**config.mk**
```make
export PLATFORM = sky130hd
export DESIGN_NAME = hsc_div
export DESIGN_NICKNAME = d
export VERILOG_FILES = /design/src/sv/homography_source_coordinate_defines.svh /design/src/sv/hsc_pkg.sv /design/src/sv/hsc_div.sv
export SDC_FILE = /design/constraint.sdc
export NUM_CORES = 2
export LEC_CHECK = 0
export BUFFER_PORTS_ARGS = -buffer_cell sky130_fd_sc_hd__buf_2
export CAP_MARGIN = 20
export CORE_MARGIN = 2
export CORE_UTILIZATION = 55
export DETAILED_ROUTE_END_ITERATION = 10
export PLACE_DENSITY = 0.75
export SYNTH_ARGS = -nofsm -noshare
export SYNTH_HDL_FRONTEND = slang
export SYNTH_SLANG_ARGS = --single-unit
```
**constraint.sdc**
```tcl
create_clock -name clk -period 4.1 [get_ports clk]
set_input_delay 1.025 -clock clk [delete_from_list [all_inputs] [get_ports clk]]
set_output_delay 1.025 -clock clk [all_outputs]
set_load 0.1 [all_outputs]
```
**src/sv/homography_source_coordinate_defines.svh**
```systemverilog
// ----------------------------------------------------------------------------
// homography_source_coordinate_defines
// Assertion macros shared by the homography source coordinate RTL.
// ----------------------------------------------------------------------------
`ifndef HOMOGRAPHY_SOURCE_COORDINATE_DEFINES_SVH
`define HOMOGRAPHY_SOURCE_COORDINATE_DEFINES_SVH
`ifndef SYNTHESIS
// same-cycle implication, clocked on clk, off while rst_n is low
`define HSC_ASSERT_IMP(label, ante, cons) \
  label: assert property (@(posedge clk) disable iff (!rst_n) (ante) |-> cons) \
    else $error("implication check failed");
// next-cycle implication
`define HSC_ASSERT_NXT(label, ante, cons) \
  label: assert property (@(posedge clk) disable iff (!rst_n) (ante) |=> cons) \
    else $error("next-cycle check failed");
`else
`define HSC_ASSERT_IMP(label, ante, cons)
`define HSC_ASSERT_NXT(label, ante, cons)
`endif
`endif

```
**src/sv/hsc_pkg.sv**
```systemverilog
// ----------------------------------------------------------------------------
// hsc_pkg
// Types, widths and register indexes of the homography source coordinate unit.
// ----------------------------------------------------------------------------
`default_nettype none
package hsc_pkg;

  localparam int COEF_W = 32;   // Q16.16 coefficient
  localparam int CFG_W  = 64;
  localparam int IDX_W  = 3;
  localparam int CRD_W  = 12;   // destination coordinate
  localparam int PRD_W  = 45;   // coefficient times coordinate
  localparam int SUM_W  = 46;   // signed sum of three terms
  localparam int DW     = 45;   // magnitude of a sum
  localparam int QW     = 17;   // quotient bits resolved
  localparam int DIV_LAT = QW + 1;
  localparam int OUT_LAT = 3 + DIV_LAT + 1;

  localparam logic [IDX_W-1:0] REG_ROW0_A   = 3'd0;
  localparam logic [IDX_W-1:0] REG_ROW0B_1A = 3'd1;
  localparam logic [IDX_W-1:0] REG_ROW1_B   = 3'd2;
  localparam logic [IDX_W-1:0] REG_ROW2_A   = 3'd3;
  localparam logic [IDX_W-1:0] REG_ROW2_B   = 3'd4;
  localparam logic [IDX_W-1:0] REG_WIDTH    = 3'd5;
  localparam logic [IDX_W-1:0] REG_HEIGHT   = 3'd6;

  typedef struct packed {
    logic signed [COEF_W-1:0] h00, h01, h02;
    logic signed [COEF_W-1:0] h10, h11, h12;
    logic signed [COEF_W-1:0] h20, h21, h22;
  } coef_t;

  typedef struct packed {
    logic                    valid;
    logic signed [SUM_W-1:0] w;
    logic signed [SUM_W-1:0] nu;
    logic signed [SUM_W-1:0] nv;
  } mac_out_t;

  typedef struct packed {
    logic          valid;
    logic          neg;
    logic [DW-1:0] num;
    logic [DW-1:0] den;
  } div_in_t;

  typedef struct packed {
    logic          valid;
    logic          neg;
    logic          ovf;
    logic [QW-1:0] q;
  } div_out_t;

  // signed 16-bit result from quotient magnitude, sign and overflow
  function automatic logic signed [15:0] sat16(input div_out_t d);
    logic signed [15:0] r;
    r = '0;
    if (d.neg) begin
      if (d.ovf || d.q > 17'd32768) r = 16'sh8000;
      else r = 16'(-$signed({1'b0, d.q}));
    end else begin
      if (d.ovf || d.q > 17'd32767) r = 16'sh7fff;
      else r = 16'(d.q);
    end
    return r;
  endfunction

endpackage
`default_nettype wire

```
**src/sv/hsc_div.sv**
```systemverilog
// ----------------------------------------------------------------------------
// hsc_div
// Pipelined restoring divider: overflow stage, then one quotient bit a stage.
// ----------------------------------------------------------------------------
`default_nettype none
module hsc_div import hsc_pkg::*; (
  input  wire logic clk,
  input  wire logic rst_n,
  input  div_in_t   di,
  output div_out_t  dq
);

  logic          v_r   [0:QW];
  logic          neg_r [0:QW];
  logic          ovf_r [0:QW];
  logic [DW-1:0] rem_r [0:QW];
  logic [DW-1:0] den_r [0:QW];
  logic [QW-1:0] q_r   [0:QW];
  logic          ovf_nxt;

  // quotient needs more than QW bits: flag it and saturate later
  assign ovf_nxt = {{QW{1'b0}}, di.num} >= {di.den, {QW{1'b0}}};

  always_ff @(posedge clk) begin
    if (!rst_n) v_r[0] <= 1'b0;
    else v_r[0] <= di.valid;
    neg_r[0] <= di.neg;
    ovf_r[0] <= ovf_nxt;
    rem_r[0] <= di.num;
    den_r[0] <= di.den;
    q_r[0]   <= '0;
  end

  for (genvar i = 0; i < QW; i++) begin : g_bit
    localparam int K = QW - 1 - i;
    logic [DW+QW-1:0] sh;
    logic             ge;
    logic [DW-1:0]    rem_nxt;
    logic [QW-1:0]    q_nxt;

    always_comb begin
      sh      = {{QW{1'b0}}, den_r[i]} << K;
      ge      = {{QW{1'b0}}, rem_r[i]} >= sh;
      rem_nxt = ge ? rem_r[i] - sh[DW-1:0] : rem_r[i];
      q_nxt   = {q_r[i][QW-2:0], ge};
    end

    always_ff @(posedge clk) begin
      if (!rst_n) v_r[i+1] <= 1'b0;
      else v_r[i+1] <= v_r[i];
      neg_r[i+1] <= neg_r[i];
      ovf_r[i+1] <= ovf_r[i];
      rem_r[i+1] <= rem_nxt;
      den_r[i+1] <= den_r[i];
      q_r[i+1]   <= q_nxt;
    end
  end

  assign dq.valid = v_r[QW];
  assign dq.neg   = neg_r[QW];
  assign dq.ovf   = ovf_r[QW];
  assign dq.q     = q_r[QW];

endmodule
`default_nettype wire

```
==> reports/qor.yml <==
post-place-ws_ns: -0.113
dp_hpwl_um: 130000
synth_area_leaders: "dfxtp_1, ha_1, o21ai_0"
pin_count: 114
worst_slack_ns: 0.0155
worstMarginPinSlew_ns: 1.01
worstSetupStartpointType: "flip-flop"
grt_pass1_vias: 56128
path_max_fanout: 3
htree_levels: 4
vias: 55284
grt_max_degree: 82
grt_overflow: 0
ys_seq_elements: 1737
track_usage: 0.234
synth_top_flop_cell: "dfxtp_1"
synth_cell_types: 84
top_layer: "met4"
synth_common_cells: "dfxtp_1, inv_1, nand2_1"
worstReg2RegStart: "rem_r[13][3]"
end_kind: "flip-flop"
drt_iter0_markers: 2504
period_needed_ns: 4.08
ir_worst_vdd_v: 0.000412
cts_buffers: 174
rrSetupSlack_ns: 0.02
synth_edf_count: 0
fillers: 11007
synth_seq_area_share: 0.462
cts_root_buf: "clkbuf_16"
drv_slew: 0
start_util: 0.555
cts.sinks: 1737
clk_path_buf_depth: 3
synth.avg_cell_area_um2: 9.45
leakage_nw: 40.6
final_nets: 9031
relSlewSlack: 0.324
hold_path.class: "reg -> reg"
synth_area_um2: 75300
die_width_um: 374
r2r_end: "rem_r[14][41]"
wl_per_cell_um: 16.3
clkTransAtPathRegs_ns: 0.06
met2_length_um: 86300
dieArea_um2: 140000
mappedNetlistNets: 8728
diodes: 0
die_y_um: 374
ant_nets: 0
coreArea_um2: 136000
viasPerCell: 5.43
yosysTopAreaCell: "dfxtp_1"
clock_latency_ns: 0.80
skew_ns: 0.0234
numPortBuffers: 113
routed_wl_um: 166000
setup_viol: 0
path_class: "reg -> reg"
grt_pass1_wl_um: 269000
ctsHoldBuffers: 0
cts_tree: "yes"
r2r.worst_path.cells: 16
drive_gt1_frac: 0.108
syn_inst: 7961
worstPathArrival_ns: 4.76
rsz0062_at_grt: "yes"
synth_top_area_frac: 0.462
outcome: "completed"
setup.worst_path.end: "rem_r[14][41]"
crit_start: "rem_r[13][3]"
power.density_nw_per_um2: 494
drc: 0
routabilityCongestion: 0.960
period_share: 0.996
final_hold_viol_count: 0
rows: 135
async_flop_share: 0
firstDrtPassIters: 6
wl_met3_um: 5010
ys_warn_count: 0
m1WireLength_um: 63400
synth_most_common_cell: "dfxtp_1"
antenna_found_initial: 0
fin_setup_tns_ns: 0
required_ns: 4.78
area_delta_synth_final_pct: 13.7
fmax_mhz: 245
max_cap_viol_count: 0
-- how the worst min path moves through the flow --
stage,start,end,slack [ns],depth (start not counted)
2_1_floorplan,neg_r[9],neg_r[10],0.31,0
3_3_place_gp,neg_r[0],neg_r[1],0.31,0
3_5_place_dp,neg_r[13],neg_r[14],0.31,0
4_1_cts,di[90],neg_r[0],0.26,1
5_1_grt,di[90],neg_r[0],0.27,1
6_report,q_r[6][2],q_r[7][3],0.31,0
-- cells by family (layout without fill, tap and decap cells) --
logic type,after synthesis,in the layout,synth area share
compound gates,2063,2063,0.170
xor+xnor,494,494,0.0575
fa+ha+maj,673,673,0.113
buf+inv,983,1428,0.0499
flops,1737,1737,0.462
mux,201,201,0.0299
simple gates,1810,1810,0.117
-- flip-flops by register name, indices dropped and copies added (netlist names) --
| register | count |
|---|---|
| den_r | 765 |
| v_r | 18 |
| ovf_r | 18 |
| q_r | 153 |
| rem_r | 765 |
| neg_r | 18 |
-- cell type report --
type	count	area, µm²	area share
multi-input combinational	5241	37100	0.434
sequential	1737	34800	0.406
timing repair buffer	316	2330	0.0272
inverter	794	2980	0.0348
clock buffer	246	5040	0.0590
tap	1781	2230	0.0260
clock inverter	72	1110	0.0130
-- placed cells by master (no fill, tap or decap), types with 76 or more instances in the layout --
| cell | instances |
|---|---|
| a21o_1 | 343 |
| a21oi_1 | 519 |
| buf_2 | 113 |
| buf_4 | 184 |
| clkbuf_16 | 176 |
| dfxtp_1 | 1736 |
| ha_1 | 655 |
| inv_1 | 792 |
| mux2_2 | 186 |
| nand2_1 | 690 |
| nand2b_1 | 95 |
| nand3_1 | 120 |
| nand4_1 | 122 |
| nor2_1 | 293 |
| nor2b_1 | 107 |
| nor3_1 | 89 |
| nor4_1 | 76 |
| o21a_1 | 77 |
| o21ai_0 | 631 |
| xnor2_1 | 278 |
| xor2_1 | 216 |
-- report_power, final --
part           switching (W)  total [W]  internal, W
registers           0.000567     0.0185       0.0179
logic                0.00407    0.00731      0.00323
clock network        0.00653     0.0165      0.00997
total                 0.0112     0.0423       0.0311
-- metal layers --
metal,track usage,vias to the layer above
met2,0.448,1227
met1,0.233,25311
met3,0.0317,492
met4,0.155,0
met5,0,-
li1,-,28254
-- critical path, stage by stage (launching register included) --
cell	delay, ns
dfxtp_1	0.30
inv_2	0.07
ha_4	0.12
inv_1	0.05
fa_2	0.43
a211oi_4	0.31
o21ai_2	0.13
a2111oi_4	0.42
nor3_4	0.10
a311o_1	0.35
a21oi_2	0.18
a21oi_2	0.08
a211o_1	0.29
a2111o_1	0.55
a31oi_1	0.23
xnor2_1	0.11
mux2_4	0.26
-- metrics by stage --
stage,instance area (µm²),hold WS [ns],std cells,power [W],utilization
floorplan,75300,0.310,7961,0.0241,-
global placement,79000,0.310,9857,0.0258,0.583
detailed placement,79000,0.312,9857,0.0260,0.583
CTS,85200,0.256,10175,0.0426,0.628
global route,85600,0.272,10187,0.0443,0.631
finish,85600,0.312,10187,0.0423,0.631
-- timing repair --
action	4_1_cts	5_1_grt
setup endpoints to repair	37	186
setup buffers	0	10
gates cloned	0	2
gates resized for setup	8	53
endpoints found under the hold margin	0	0
pin swaps	2	29
No activity file was read; power rests on OpenSTA's default activity.
